==> src/hdl/lmts_pkg.sv <==
// Shared types, register offsets and timing constants for the LCD mode timing block.
// No dependencies; imported by every module of the block.
package lmts_pkg;

	typedef enum logic [1:0] {
		OP_TICK  = 2'd0,
		OP_READ  = 2'd1,
		OP_WRITE = 2'd2
	} op_t;

	typedef enum logic [1:0] {
		SM_HBLANK   = 2'd0,
		SM_VBLANK   = 2'd1,
		SM_SEARCH   = 2'd2,
		SM_TRANSFER = 2'd3
	} scr_mode_t;

	localparam logic [7:0] REG_CTRL     = 8'h40;
	localparam logic [7:0] REG_STATUS   = 8'h41;
	localparam logic [7:0] REG_SCY      = 8'h42;
	localparam logic [7:0] REG_SCX      = 8'h43;
	localparam logic [7:0] REG_LY       = 8'h44;
	localparam logic [7:0] REG_LYC      = 8'h45;
	localparam logic [7:0] REG_BGP      = 8'h47;
	localparam logic [7:0] REG_OBJ_PAL0 = 8'h48;
	localparam logic [7:0] REG_OBJ_PAL1 = 8'h49;
	localparam logic [7:0] REG_WY       = 8'h4A;
	localparam logic [7:0] REG_WX       = 8'h4B;

	localparam logic [8:0] DOTS_HBLANK   = 9'd204;
	localparam logic [8:0] DOTS_VBLANK   = 9'd456;
	localparam logic [8:0] DOTS_SEARCH   = 9'd80;
	localparam logic [8:0] DOTS_TRANSFER = 9'd172;

	localparam logic [7:0] VBLANK_LINE = 8'd144;
	localparam logic [7:0] NUM_LINES   = 8'd154;

	typedef struct packed {
		logic [1:0] op;
		logic [7:0] addr;
		logic [7:0] data;
	} item_t;

	// Sequencer state seen by the register file read mux
	typedef struct packed {
		scr_mode_t  mode;
		logic       coincidence;
		logic [3:0] enables;
		logic [7:0] line;
		logic [7:0] compare;
	} seq_stat_t;

	// Per-item result from the sequencer, values after the step
	typedef struct packed {
		logic       vblank_pulse;
		logic       stat_irq;
		scr_mode_t  mode;
		logic [7:0] line;
	} step_res_t;

	function automatic logic [8:0] mode_dots(scr_mode_t m);
		logic [8:0] d;
		unique case (m)
			SM_HBLANK: d = DOTS_HBLANK;
			SM_VBLANK: d = DOTS_VBLANK;
			SM_SEARCH: d = DOTS_SEARCH;
			default:   d = DOTS_TRANSFER;
		endcase
		return d;
	endfunction

endpackage

==> src/hdl/lcd_mode_timing_stat_irq.sv <==
// LCD mode timing block: input register, sequencer and register file, result register.
// Depends on lmts_pkg, lmts_seq and lmts_regs.
//
// Each input transfer is a tick, a register read or a register write (kind in s_tuser); kind 3 does nothing.
// One item per clock while results are taken: an item is held in the input register, where
// the sequencer and register file act on it in a single pass, and its result lands in
// the output register. The input side keeps accepting while a result waits, until both
// registers are full.
// Every item yields exactly one result: read data (zero unless a read of a known
// register), vblank and STAT interrupt pulses, and the screen mode and line after
// the item. After reset the block is in transfer mode with 172 ticks left, line 0.
module lcd_mode_timing_stat_irq (
	input  logic        clk,
	input  logic        arst_n,
	input  logic        s_tvalid,
	output logic        s_tready,
	input  logic [15:0] s_tdata,  // [7:0] reg_addr, [15:8] write_data
	input  logic [1:0]  s_tuser,  // [1:0] item kind (op_t)
	output logic        m_tvalid,
	input  logic        m_tready,
	output logic [23:0] m_tdata   // [7:0] read_data, [8] vblank pulse, [9] stat_irq,
	                              // [11:10] screen_mode, [19:12] line, [23:20] zero
);
	import lmts_pkg::*;

	logic      valid_s1;
	item_t     item_s1;
	logic      out_free, fire;
	seq_stat_t stat;
	step_res_t res;
	logic [7:0] rdata;

	logic       m_valid_q;
	logic [7:0] rdata_q;
	step_res_t  res_q;

	assign out_free = !m_valid_q || m_tready;
	assign fire     = valid_s1 && out_free;
	assign s_tready = !valid_s1 || out_free;

	always_ff @(posedge clk or negedge arst_n) begin
		if (!arst_n) begin
			valid_s1 <= 1'b0;
		end else if (s_tready) begin
			valid_s1 <= s_tvalid;
		end
	end

	always_ff @(posedge clk) begin
		if (s_tready && s_tvalid) begin
			item_s1.op   <= s_tuser;
			item_s1.addr <= s_tdata[7:0];
			item_s1.data <= s_tdata[15:8];
		end
	end

	lmts_seq u_seq (
		.clk    (clk),
		.arst_n (arst_n),
		.fire   (fire),
		.item   (item_s1),
		.stat   (stat),
		.res    (res)
	);

	lmts_regs u_regs (
		.clk    (clk),
		.arst_n (arst_n),
		.fire   (fire),
		.item   (item_s1),
		.stat   (stat),
		.rdata  (rdata)
	);

	always_ff @(posedge clk or negedge arst_n) begin
		if (!arst_n) begin
			m_valid_q <= 1'b0;
		end else if (out_free) begin
			m_valid_q <= valid_s1;
		end
	end

	always_ff @(posedge clk) begin
		if (fire) begin
			rdata_q <= rdata;
			res_q   <= res;
		end
	end

	assign m_tvalid = m_valid_q;
	assign m_tdata  = {4'd0, res_q.line, res_q.mode, res_q.stat_irq, res_q.vblank_pulse,
		rdata_q};

	// vblank pulse only on entry to line 144 in vblank mode
	a_vblank_line: assert property (@(posedge clk) disable iff (!arst_n)
		m_valid_q && res_q.vblank_pulse |-> res_q.line == VBLANK_LINE &&
			res_q.mode == SM_VBLANK)
		else $error("vblank pulse away from line 144");

	// line counter stays within the frame
	a_line_range: assert property (@(posedge clk) disable iff (!arst_n)
		stat.line < NUM_LINES)
		else $error("line counter out of range");

	// input stalls only when both stages hold an item and the output is stalled
	a_stall_cause: assert property (@(posedge clk) disable iff (!arst_n)
		!s_tready |-> valid_s1 && m_valid_q && !m_tready)
		else $error("input stalled without cause");

	// an item processed while output stalled must not have overwritten a result
	a_no_overwrite: assert property (@(posedge clk) disable iff (!arst_n)
		m_valid_q && !m_tready |=> m_valid_q && $stable(m_tdata))
		else $error("pending result lost");

endmodule

==> src/hdl/lmts_seq.sv <==
// Mode sequencer, line counter, line compare and status interrupt logic.
// Depends on lmts_pkg.
module lmts_seq (
	input  logic              clk,
	input  logic              arst_n,
	input  logic              fire,
	input  lmts_pkg::item_t   item,
	output lmts_pkg::seq_stat_t stat,
	output lmts_pkg::step_res_t res
);
	import lmts_pkg::*;

	scr_mode_t  mode_q, mode_d;
	logic [8:0] dot_q, dot_d;
	logic [7:0] line_q, line_d;
	logic [7:0] cmp_q, cmp_d;
	logic [3:0] en_q, en_d;
	logic       coinc_q, coinc_d;
	logic [2:0] prev_q, prev_d;
	logic       enter, chk, vb, st;
	logic [2:0] cond;

	always_comb begin
		mode_d  = mode_q;
		dot_d   = dot_q;
		line_d  = line_q;
		cmp_d   = cmp_q;
		en_d    = en_q;
		coinc_d = coinc_q;
		prev_d  = prev_q;
		enter   = 1'b0;
		chk     = 1'b0;
		vb      = 1'b0;
		st      = 1'b0;
		cond    = 3'b000;
		if (fire) begin
			unique case (item.op)
				OP_TICK: begin
					if (dot_q > 9'd1) begin
						dot_d = dot_q - 9'd1;
					end else begin
						enter = 1'b1;
						unique case (mode_q)
							SM_TRANSFER: mode_d = SM_HBLANK;
							SM_HBLANK: begin
								line_d = line_q + 8'd1;
								if (line_d == VBLANK_LINE) begin
									mode_d = SM_VBLANK;
									vb     = 1'b1;
								end else begin
									mode_d = SM_SEARCH;
								end
							end
							SM_VBLANK: begin
								line_d = line_q + 8'd1;
								if (line_d >= NUM_LINES) begin
									line_d = 8'd0;
									mode_d = SM_SEARCH;
								end else begin
									mode_d = SM_VBLANK;
								end
							end
							default: mode_d = SM_TRANSFER;
						endcase
					end
				end
				OP_WRITE: begin
					if (item.addr == REG_STATUS) begin
						en_d = item.data[6:3];
						chk  = 1'b1;
					end else if (item.addr == REG_LYC) begin
						cmp_d = item.data;
						chk   = 1'b1;
					end
				end
				default: ;
			endcase
		end
		if (enter) begin
			dot_d = mode_dots(mode_d);
			chk   = 1'b1;
		end
		// status recheck on mode entry and on STAT/LYC writes
		if (chk) begin
			coinc_d = (line_d == cmp_d);
			cond    = {en_d[3] & coinc_d, en_d[1] & (mode_d == SM_VBLANK),
				en_d[0] & (mode_d == SM_HBLANK)};
			st      = |(cond & ~prev_q);
			prev_d  = cond;
		end
	end

	always_ff @(posedge clk or negedge arst_n) begin
		if (!arst_n) begin
			mode_q  <= SM_TRANSFER;
			dot_q   <= DOTS_TRANSFER;
			line_q  <= 8'd0;
			cmp_q   <= 8'd0;
			en_q    <= 4'd0;
			coinc_q <= 1'b1;
			prev_q  <= 3'b000;
		end else begin
			mode_q  <= mode_d;
			dot_q   <= dot_d;
			line_q  <= line_d;
			cmp_q   <= cmp_d;
			en_q    <= en_d;
			coinc_q <= coinc_d;
			prev_q  <= prev_d;
		end
	end

	assign stat.mode        = mode_q;
	assign stat.coincidence = coinc_q;
	assign stat.enables     = en_q;
	assign stat.line        = line_q;
	assign stat.compare     = cmp_q;

	assign res.vblank_pulse = vb;
	assign res.stat_irq     = st;
	assign res.mode         = mode_d;
	assign res.line         = line_d;

endmodule

==> src/hdl/lmts_regs.sv <==
// Plain LCD registers (control, scroll, palettes, window) and the register read mux.
// Depends on lmts_pkg; status and line values come from lmts_seq.
module lmts_regs (
	input  logic                clk,
	input  logic                arst_n,
	input  logic                fire,
	input  lmts_pkg::item_t     item,
	input  lmts_pkg::seq_stat_t stat,
	output logic [7:0]          rdata
);
	import lmts_pkg::*;

	logic [7:0] lcdc_q, scy_q, scx_q, bgp_q, obp0_q, obp1_q, wy_q, wx_q;
	logic       wr;

	assign wr = fire && (item.op == OP_WRITE);

	always_ff @(posedge clk or negedge arst_n) begin
		if (!arst_n) begin
			lcdc_q <= 8'd0;
			scy_q  <= 8'd0;
			scx_q  <= 8'd0;
			bgp_q  <= 8'd0;
			obp0_q <= 8'd0;
			obp1_q <= 8'd0;
			wy_q   <= 8'd0;
			wx_q   <= 8'd0;
		end else if (wr) begin
			unique case (item.addr)
				REG_CTRL:     lcdc_q <= item.data;
				REG_SCY:      scy_q  <= item.data;
				REG_SCX:      scx_q  <= item.data;
				REG_BGP:      bgp_q  <= item.data;
				REG_OBJ_PAL0: obp0_q <= item.data;
				REG_OBJ_PAL1: obp1_q <= item.data;
				REG_WY:       wy_q   <= item.data;
				REG_WX:       wx_q   <= item.data;
				default: ;
			endcase
		end
	end

	always_comb begin
		rdata = 8'd0;
		if (item.op == OP_READ) begin
			unique case (item.addr)
				REG_CTRL:     rdata = lcdc_q;
				REG_STATUS:   rdata = {1'b0, stat.enables, stat.coincidence, stat.mode};
				REG_SCY:      rdata = scy_q;
				REG_SCX:      rdata = scx_q;
				REG_LY:       rdata = stat.line;
				REG_LYC:      rdata = stat.compare;
				REG_BGP:      rdata = bgp_q;
				REG_OBJ_PAL0: rdata = obp0_q;
				REG_OBJ_PAL1: rdata = obp1_q;
				REG_WY:       rdata = wy_q;
				REG_WX:       rdata = wx_q;
				default:      rdata = 8'd0;
			endcase
		end
	end

endmodule

==> config.mk <==
export PLATFORM = sky130hd
export DESIGN_NAME = lcd_mode_timing_stat_irq
export DESIGN_NICKNAME = d
export VERILOG_FILES = /design/src/hdl/lmts_pkg.sv /design/src/hdl/lcd_mode_timing_stat_irq.sv /design/src/hdl/lmts_seq.sv /design/src/hdl/lmts_regs.sv
export SDC_FILE = /design/constraint.sdc
export NUM_CORES = 1
export LEC_CHECK = 0
export BUFFER_PORTS_ARGS = -buffer_cell sky130_fd_sc_hd__buf_2
export CORE_MARGIN = 2
export CORE_UTILIZATION = 50
export DETAILED_ROUTE_END_ITERATION = 10
export PLACE_DENSITY_LB_ADDON = 0.15
export REMOVE_ABC_BUFFERS = 1
export SLEW_MARGIN = 0
export SYNTH_ARGS = -nofsm -noshare
export SYNTH_HDL_FRONTEND = slang
export SYNTH_SLANG_ARGS = --single-unit
==> constraint.sdc <==
create_clock -name clk -period 10.88 [get_ports clk]
set_clock_uncertainty 0.1 [all_clocks]
set_input_delay 3.264 -clock clk [delete_from_list [all_inputs] [get_ports clk]]
set_output_delay 3.264 -clock clk [all_outputs]
set_load 0.05 [all_outputs]
Yosys cells after proc, flatten, opt, wreduce, memory -nomap -nowiden

Index checks and enable logic that the tools add are counted.
Widths: inputs -> output; s select.

Reduce and logical (&&, ||, !) cells: 25
Bitwise gates (word level): 7
Div/mod/pow operators: 0
$lt $le $gt $ge: 2
Add/subtract/negate cells: 2
$mul: 0
Equal/unequal tests: 19
Mux-type cells: 33
Shift-type cells: 0

Operators by type and width:

| cell                | count |
|---|---|
| $eq 8x7->1 const B  | 11 |
| $pmux 8 s11         | 1 |
| $mux 8              | 8 |
| $mux 9              | 4 |
| $pmux 9 s3          | 1 |
| $pmux 8 s2          | 1 |
| $reduce_and 2->1    | 8 |
| $mux 4              | 3 |
| $mux 2              | 5 |
| $gt 9x1->1 const B  | 1 |
| $mux 1              | 9 |
| $sub 9x1->9 const B | 1 |
| $add 8x1->8 const B | 1 |
| $eq 8x8->1          | 1 |
| $eq 8x8->1 const B  | 1 |
| $ge 8x8->1 const B  | 1 |
| $eq 2x1->1 const B  | 3 |
| $eq 2x2->1 const B  | 3 |
| $logic_not 2->1     | 3 |
| $pmux 2 s3          | 1 |
| $reduce_and 3->1    | 2 |
| $reduce_bool 2->1   | 3 |
| $reduce_or 3->1     | 2 |
| $and 1x1->1         | 3 |
| 6 further kinds     | 11 |

Memory bits (read-only): 0
Output and inout port bits: 26
Memories: 0
Bits of input ports: 22
Bits in writable memories: 0
Logic and storage cells: 114
Bits in registers: 139
Bits in latches: 0

Depth between registers and ports, before layout

Gate-level depths: netlist of run 1.

Word-level depth: 11
Gate-level depth with buffers: 16
Gate-level depth less buffers: 16

By module

A second synthesis of run 1 with hierarchy kept.

Cells, all modules: 535
Area total of the unflattened synthesis: 6,912.9 µm²

By module, submodules not included:

| module                   | cells an instance | times used | seq. area each (µm²) | area each (µm²) |
|---|---|---|---|---|
| lmts_regs                | 252               | 1          | 1,601.5              | 3,385.7 |
| lmts_seq                 | 232               | 1          | 884.6                | 2,248.4 |
| lcd_mode_timing_stat_irq | 51                | 1          | 1,191.1              | 1,278.7 |

Worst setup path after synthesis of run 1

Ideal clock, no wire load.

Kind: input to output
Start: input m_tready
End: output s_tready
Path buffers: 0
Cell stages on the path: 2
Arrival time: 3,906 ps
Data required time: 7,516 ps
Slack: 3,610 ps
Path through: nand2b_1 -> or2_2

Word-level cells in the longest chain between the ends: 2

Ends and longest elaborated chain:

| item               | line                           | source |
|---|---|---|
| start: declaration | lcd_mode_timing_stat_irq.sv:20 | `input logic m_tready,` |
| $logic_or 1x1->1   | lcd_mode_timing_stat_irq.sv:37 | `assign out_free = !m_valid_q \|\| m_tready;` |
| $logic_or 1x1->1   | lcd_mode_timing_stat_irq.sv:39 | `assign s_tready = !valid_s1 \|\| out_free;` |
| end: declaration   | lcd_mode_timing_stat_irq.sv:16 | `output logic s_tready,` |

Every way passes these cells.

Worst setup path after layout of run 1

Same ends and word-level chain as after synthesis.

==> flow_summary.yaml, run 1 <==
cells_and_area:
  final-seq-area_um2: 3680
  drive_gt1_share_pct: 28.8
  nFillCells: 1038
  antennaDiodeCount: 0
  multi_input_area_um2: 2580
  area_growth_pct: 15.6
  nets: 602
worst_setup_path:
  rr_endpoint: "m_tdata[9]$_SDFFCE_PN0P_"
  crit_type: "in -> out"
  arrival_ps: 4150
  cp-start-kind: "primary input"
  r2r-start: "m_tvalid$_DFFE_PN0N_"
  end_kind: "primary output"
  cp_max_fo: 8
  r2r_setup_slack_ps: 6580
  worstPathRequired_ps: 7520
  worstRegToRegCells: 9
cts:
  holdBufCountCts: 0
  post_cts_buffers: 0
  root_buffer: "clkbuf_16"
  ctsResizeCount: 0
  cts_buffers: 17
  cts_tree: "done"
  cts_sinks: 139
  clk_latency_ps: 420
  clk_pin_slew_ps: 60
  htree_levels: 4
  clock_path_buffers: 2
synth:
  synth_async_sr_flop_share_pct: 72.7
  synth_edf_count: 38
  synthCells: 519
  yosysMostFrequentCell: "dfrtp_1"
  netlist_area_um2: 6420
  synth_seq_cells: 139
  synth_flop_cell: "dfrtp_1"
  synthTopCellsByCount: "94 x dfrtp_1, 70 x mux2_2, 38 x edfxtp_1, 34 x nand2_1, 24 x o21ai_0"
  yosysTopAreaCell: "dfrtp_1"
  ys_warn_count: 0
  seq_area_frac_synth_pct: 57.3
  synthTopCellsByArea: "dfrtp_1 37%, edfxtp_1 18%, mux2_2 12%"
  synth_top_cell_area_share_pct: 36.6
  synthDistinctLibCells: 55
  syn-mean-instance-area_um2: 12.4
timing:
  fin_crit_ps: 7510
  tightest_slew_ps: 1300
  timing.hold.ws_ps: 383
  finalHoldViolCount: 0
  rsz0062_at_grt: "false"
  finalSetupViolCount: 0
  period_share_pct: 69.1
  finalSetupTns_ps: 0
  max_freq_mhz: 133
  maxSlewHeadroom_pct: 12.3
  setup_slack_ps: 3370
  report.final.slew_viol_count: 0
run_status:
  status: "completed"
routing:
  wl_mm: 15.0
  ant_nets: 0
  vias_per_cell: 6.06
  drt_iter0_drc: 530
  wl_per_cell_um: 19.8
  vias: 4575
  post-route-drc-count: 0
  dr.pass1.iters: 5
pwr:
  power.density_nw_per_um2: 181
  ir_drop_mv: 0.144
  power.static_leakage_uw: 0.00323
min_path:
  hold_class: "reg -> reg"
  min_delay_path_depth: 2
  holdPathEnd: "u_seq.prev_q[0]$_DFFE_PN0P_"
  min_from: "u_seq.prev_q[0]$_DFFE_PN0P_"
global_routing:
  grt.busiest_layer: "met2"
  gr-usage-all-layers_pct: 22.6
  grt_max_degree: 68
  grt_pass1_wl_mm: 24.0
  grt_pass1_vias: 4520
  use_met1_pct: 29.9
  antenna_found_initial: 0
  overflow: 0
  use_met3_pct: 6.42
  use_met2_pct: 35.4
floorplanning:
  die_area_um2: 13800
  start_util_pct: 51.1
  io_pins: 48
  core_um2: 12600
  die_w_um: 117
  rows: 41
  die_h_um: 117
placed_design:
  dp_slack_ps: 3370
  port_buffers: 43
  place_hpwl_mm: 10.3
  place_congestion: 0.888
flow_run:
  drv_cap: 0
critical path, cell delays in order:
cell,delay (ps)
buf_2,90
nand2b_1,240
or2_2,340
buf_2,220
stage by stage:
stage / util (%) / total power [uW] / area (um2) / instances
after global routing: 59.1 / 1400 / 7430 / 755
final: 59.1 / 1350 / 7430 / 755
after detailed placement: 54.3 / 775 / 6820 / 723
after CTS: 59.1 / 1360 / 7430 / 755
after global placement: 54.3 / 771 / 6820 / 723
after floorplan: - / 723 / 6320 / 499
state kept, by name, summed over array words and instances (netlist names), 2 cells and up:
name / cells
item_s1: 18
m_tdata: 12
rdata_q: 8
u_regs.bgp_q: 8
u_regs.lcdc_q: 8
u_regs.obp0_q: 8
u_regs.obp1_q: 8
u_regs.scx_q: 8
u_regs.scy_q: 8
u_regs.wx_q: 8
u_regs.wy_q: 8
u_seq.cmp_q: 8
u_seq.dot_q: 9
u_seq.en_q: 4
u_seq.line_q: 8
u_seq.mode_q: 2
u_seq.prev_q: 3
worst max path at each step:
stage,endpoint,slack (ps),depth (start not counted),from
2_1_floorplan,s_tready,3610,2,m_tready
3_3_place_gp,s_tready,3390,4,m_tready
3_5_place_dp,s_tready,3370,4,m_tready
4_1_cts,s_tready,3360,4,m_tready
5_1_grt,s_tready,3300,4,m_tready
6_report,s_tready,3370,4,m_tready
report_power, final:
group,internal (uW),switching (uW)
registers,584,41.9
clock network,357,223
logic,43.2,98.1
routing by layer:
layer | vias to the layer above | wire [um]
met1 | 2322 | 6770
met2 | 139 | 7030
met5 | - | 0
met3 | 36 | 760
met4 | 0 | 406
li1 | 2078 | -
cell type report:
| cell class | instances | share of cell area, % |
|---|---|---|
| Inverter | 18 | 0.910 |
| Sequential cell | 139 | 49.5 |
| Tap cell | 172 | 2.90 |
| Multi-Input combinational cell | 342 | 34.7 |
| Clock buffer | 19 | 6.25 |
| Timing Repair Buffer | 52 | 3.84 |
| Clock inverter | 13 | 1.87 |
cell usage in the layout, fill, tap and decap left out, types with 20 or more instances in the layout:
| master | Yosys | final |
|---|---|---|
| a222oi_1 | 23 | 23 |
| buf_2 | 0 | 42 |
| dfrtp_1 | 94 | 94 |
| edfxtp_1 | 38 | 38 |
| mux2_2 | 70 | 70 |
| nand2_1 | 34 | 34 |
| nor2_1 | 22 | 22 |
| nor3_1 | 20 | 20 |
| o21ai_0 | 24 | 24 |
cell families (layout without fill, tap and decap cells):
family | count (synthesis) | count (layout) | share of synthesized area [%]
flip-flops | 139 | 139 | 57.3
AND/OR/NAND/NOR | 134 | 134 | 11.1
AO/OA/AOI/OAI | 109 | 109 | 12.5
multiplexers | 75 | 75 | 13.1
buffers and inverters | 41 | 102 | 2.77
adder cells (fa/ha/maj) | 10 | 10 | 1.95
XOR/XNOR | 10 | 10 | 1.36
other | 1 | 4 | 0.0584
(Power assumes the default switching activity.)
==> run 2: changes to the inputs <==
Clock period 10.88 ns to 7.5 ns, I/O delays scaled along.
==> flow_summary.yaml, run 2 (synthesis results as in run 1) <==
cells_and_area:
  design_area_um2: 7470
  final_cell_mix: "94 x dfrtp_1, 70 x mux2_2, 42 x buf_2"
  drive_gt1_share_pct: 28.9
  largest_reg_flops: 18
  nFillCells: 1018
  antennaDiodeCount: 0
  final-seq-area_um2: 3680
  fin_cells: 757
  nets: 604
  final_common_cell: "dfrtp_1"
  multi_input_area_um2: 2580
  area_growth_pct: 16.4
  regMostFlops: "item_s1"
timing:
  rsz0062_at_grt: "false"
  max_freq_mhz: 182
  tightest_slew_ps: 1150
  fin_crit_ps: 5490
  finalSetupViolCount: 0
  finalSetupTns_ps: 0
  finalHoldViolCount: 0
  maxSlewHeadroom_pct: 22.4
  period_share_pct: 73.1
  report.final.slew_viol_count: 0
  timing.hold.ws_ps: 384
cts:
  holdBufCountCts: 0
  clk_pin_slew_ps: 60
  clock_path_buffers: 2
  htree_levels: 4
  ctsResizeCount: 0
  clk_latency_ps: 420
  root_buffer: "clkbuf_16"
  cts_buffers: 17
  post_cts_buffers: 0
  cts_sinks: 139
  cts_tree: "done"
pwr:
  power.static_leakage_uw: 0.00325
  ir_drop_mv: 0.150
  power.density_nw_per_um2: 267
worst_setup_path:
  r2r_setup_slack_ps: 3500
  crit_path_cell_trace: "buf_2 > nand2b_1 > or2_2 > buf_2"
  critPathSlowestCell: "or2_2"
  cp-start-kind: "primary input"
  r2r-start: "item_s1[13]$_DFFE_PP_"
  rr_endpoint: "m_tdata[9]$_SDFFCE_PN0P_"
  slowest_delay_ps: 340
  arrival_ps: 3140
  startpoint: "m_tready"
  worstPathRequired_ps: 5150
  worstRegToRegCells: 9
  cp_max_fo: 8
  end_kind: "primary output"
  crit_type: "in -> out"
  cpMostUsedCell: "buf_2"
global_routing:
  grt_pass1_vias: 4510
  overflow: 0
  grt_pass1_wl_mm: 24.6
  gr-usage-all-layers_pct: 23.0
  grt_max_degree: 77
  antenna_found_initial: 0
routing:
  post-route-drc-count: 0
  wl_mm: 15.1
  wl_per_cell_um: 20.0
  drt_iter0_drc: 420
  dr.pass1.iters: 6
  vias: 4560
  ant_nets: 0
  vias_per_cell: 6.02
placed_design:
  port_buffers: 43
  dpl_cell_area_um2: 6840
  place_hpwl_mm: 10.4
  place_inst: 725
  place_congestion: 0.878
floorplanning:
  die_area_um2: 13800
  rows: 41
  die_w_um: 117
  core_um2: 12600
  die_h_um: 117
  start_util_pct: 51.1
  io_pins: 48
min_path:
  min_delay_path_depth: 2
  hold_class: "reg -> reg"
  holdPathEnd: "u_seq.prev_q[1]$_DFFE_PN0P_"
  min_from: "u_seq.prev_q[1]$_DFFE_PN0P_"
flow_run:
  drv_cap: 0
run_status:
  status: "completed"
==> run 2: cell count changes in the layout (fill, tap and decap cells not counted), moves of 2 or more <==
| cell | previous run | this run |
|---|---|---|
| buf_4 | 10 | 12 |
| clkbuf_16 | 18 | 20 |
| clkinv_4 | 4 | 1 |
| clkbuf_1 | 0 | 2 |
==> run 2: critical path: cells and delay by family <==
| kind | cells | cell delay (ps) |
|---|---|---|
| AND/OR/NAND/NOR | 2 | 580 |
| buffers and inverters | 2 | 310 |
==> run 2: how the worst max path moves through the flow <==
stage,slack [ps],depth (start not counted),endpoint
3_3_place_gp,1960,10,m_tdata[9]$_SDFFCE_PN0P_
3_5_place_dp,1840,10,m_tdata[9]$_SDFFCE_PN0P_
4_1_cts,2010,4,s_tready
2_1_floorplan,2210,9,m_tdata[9]$_SDFFCE_PN0P_
6_report,2010,4,s_tready
5_1_grt,1900,10,m_tdata[9]$_SDFFCE_PN0P_
==> run 2: final cells by class <==
| class | count | area share [%] |
|---|---|---|
| inverter | 18 | 0.904 |
| timing repair buffer | 54 | 4.02 |
| clock inverter | 8 | 1.34 |
| tap | 172 | 2.88 |
| sequential | 139 | 49.2 |
| multi-input combinational | 342 | 34.5 |
| clock buffer | 24 | 7.16 |
==> run 2: metal layers <==
| metal | up-vias | wire length, um | GRT usage, % | share of wire, % |
|---|---|---|---|---|
| li1 | 2092 | - | - | - |
| met1 | 2276 | 6780 | 31.6 | 45 |
| met2 | 169 | 7150 | 36.2 | 47 |
| met3 | 23 | 938 | 4.23 | 6.2 |
| met4 | 0 | 257 | 9.11 | 1.7 |
| met5 | - | 0 | 0 | 0 |
==> run 2: where the power goes <==
group / internal [uW] / total (uW) / leakage [uW] / switching, uW
combinational: 64.8 / 208 / 0.00120 / 143
sequential: 848 / 909 / 0.00174 / 61.4
clock: 567 / 877 / 0.000312 / 310
==> run 2: per-stage QoR <==
stage	setup WS, ps	utilization, %	total power [uW]
after CTS	2010	59.5	2000
after detailed placement	1840	54.4	1130
final	2010	59.5	1990
after global placement	1960	54.4	1130
after floorplan	2210	-	1050
after global routing	1900	59.5	2070
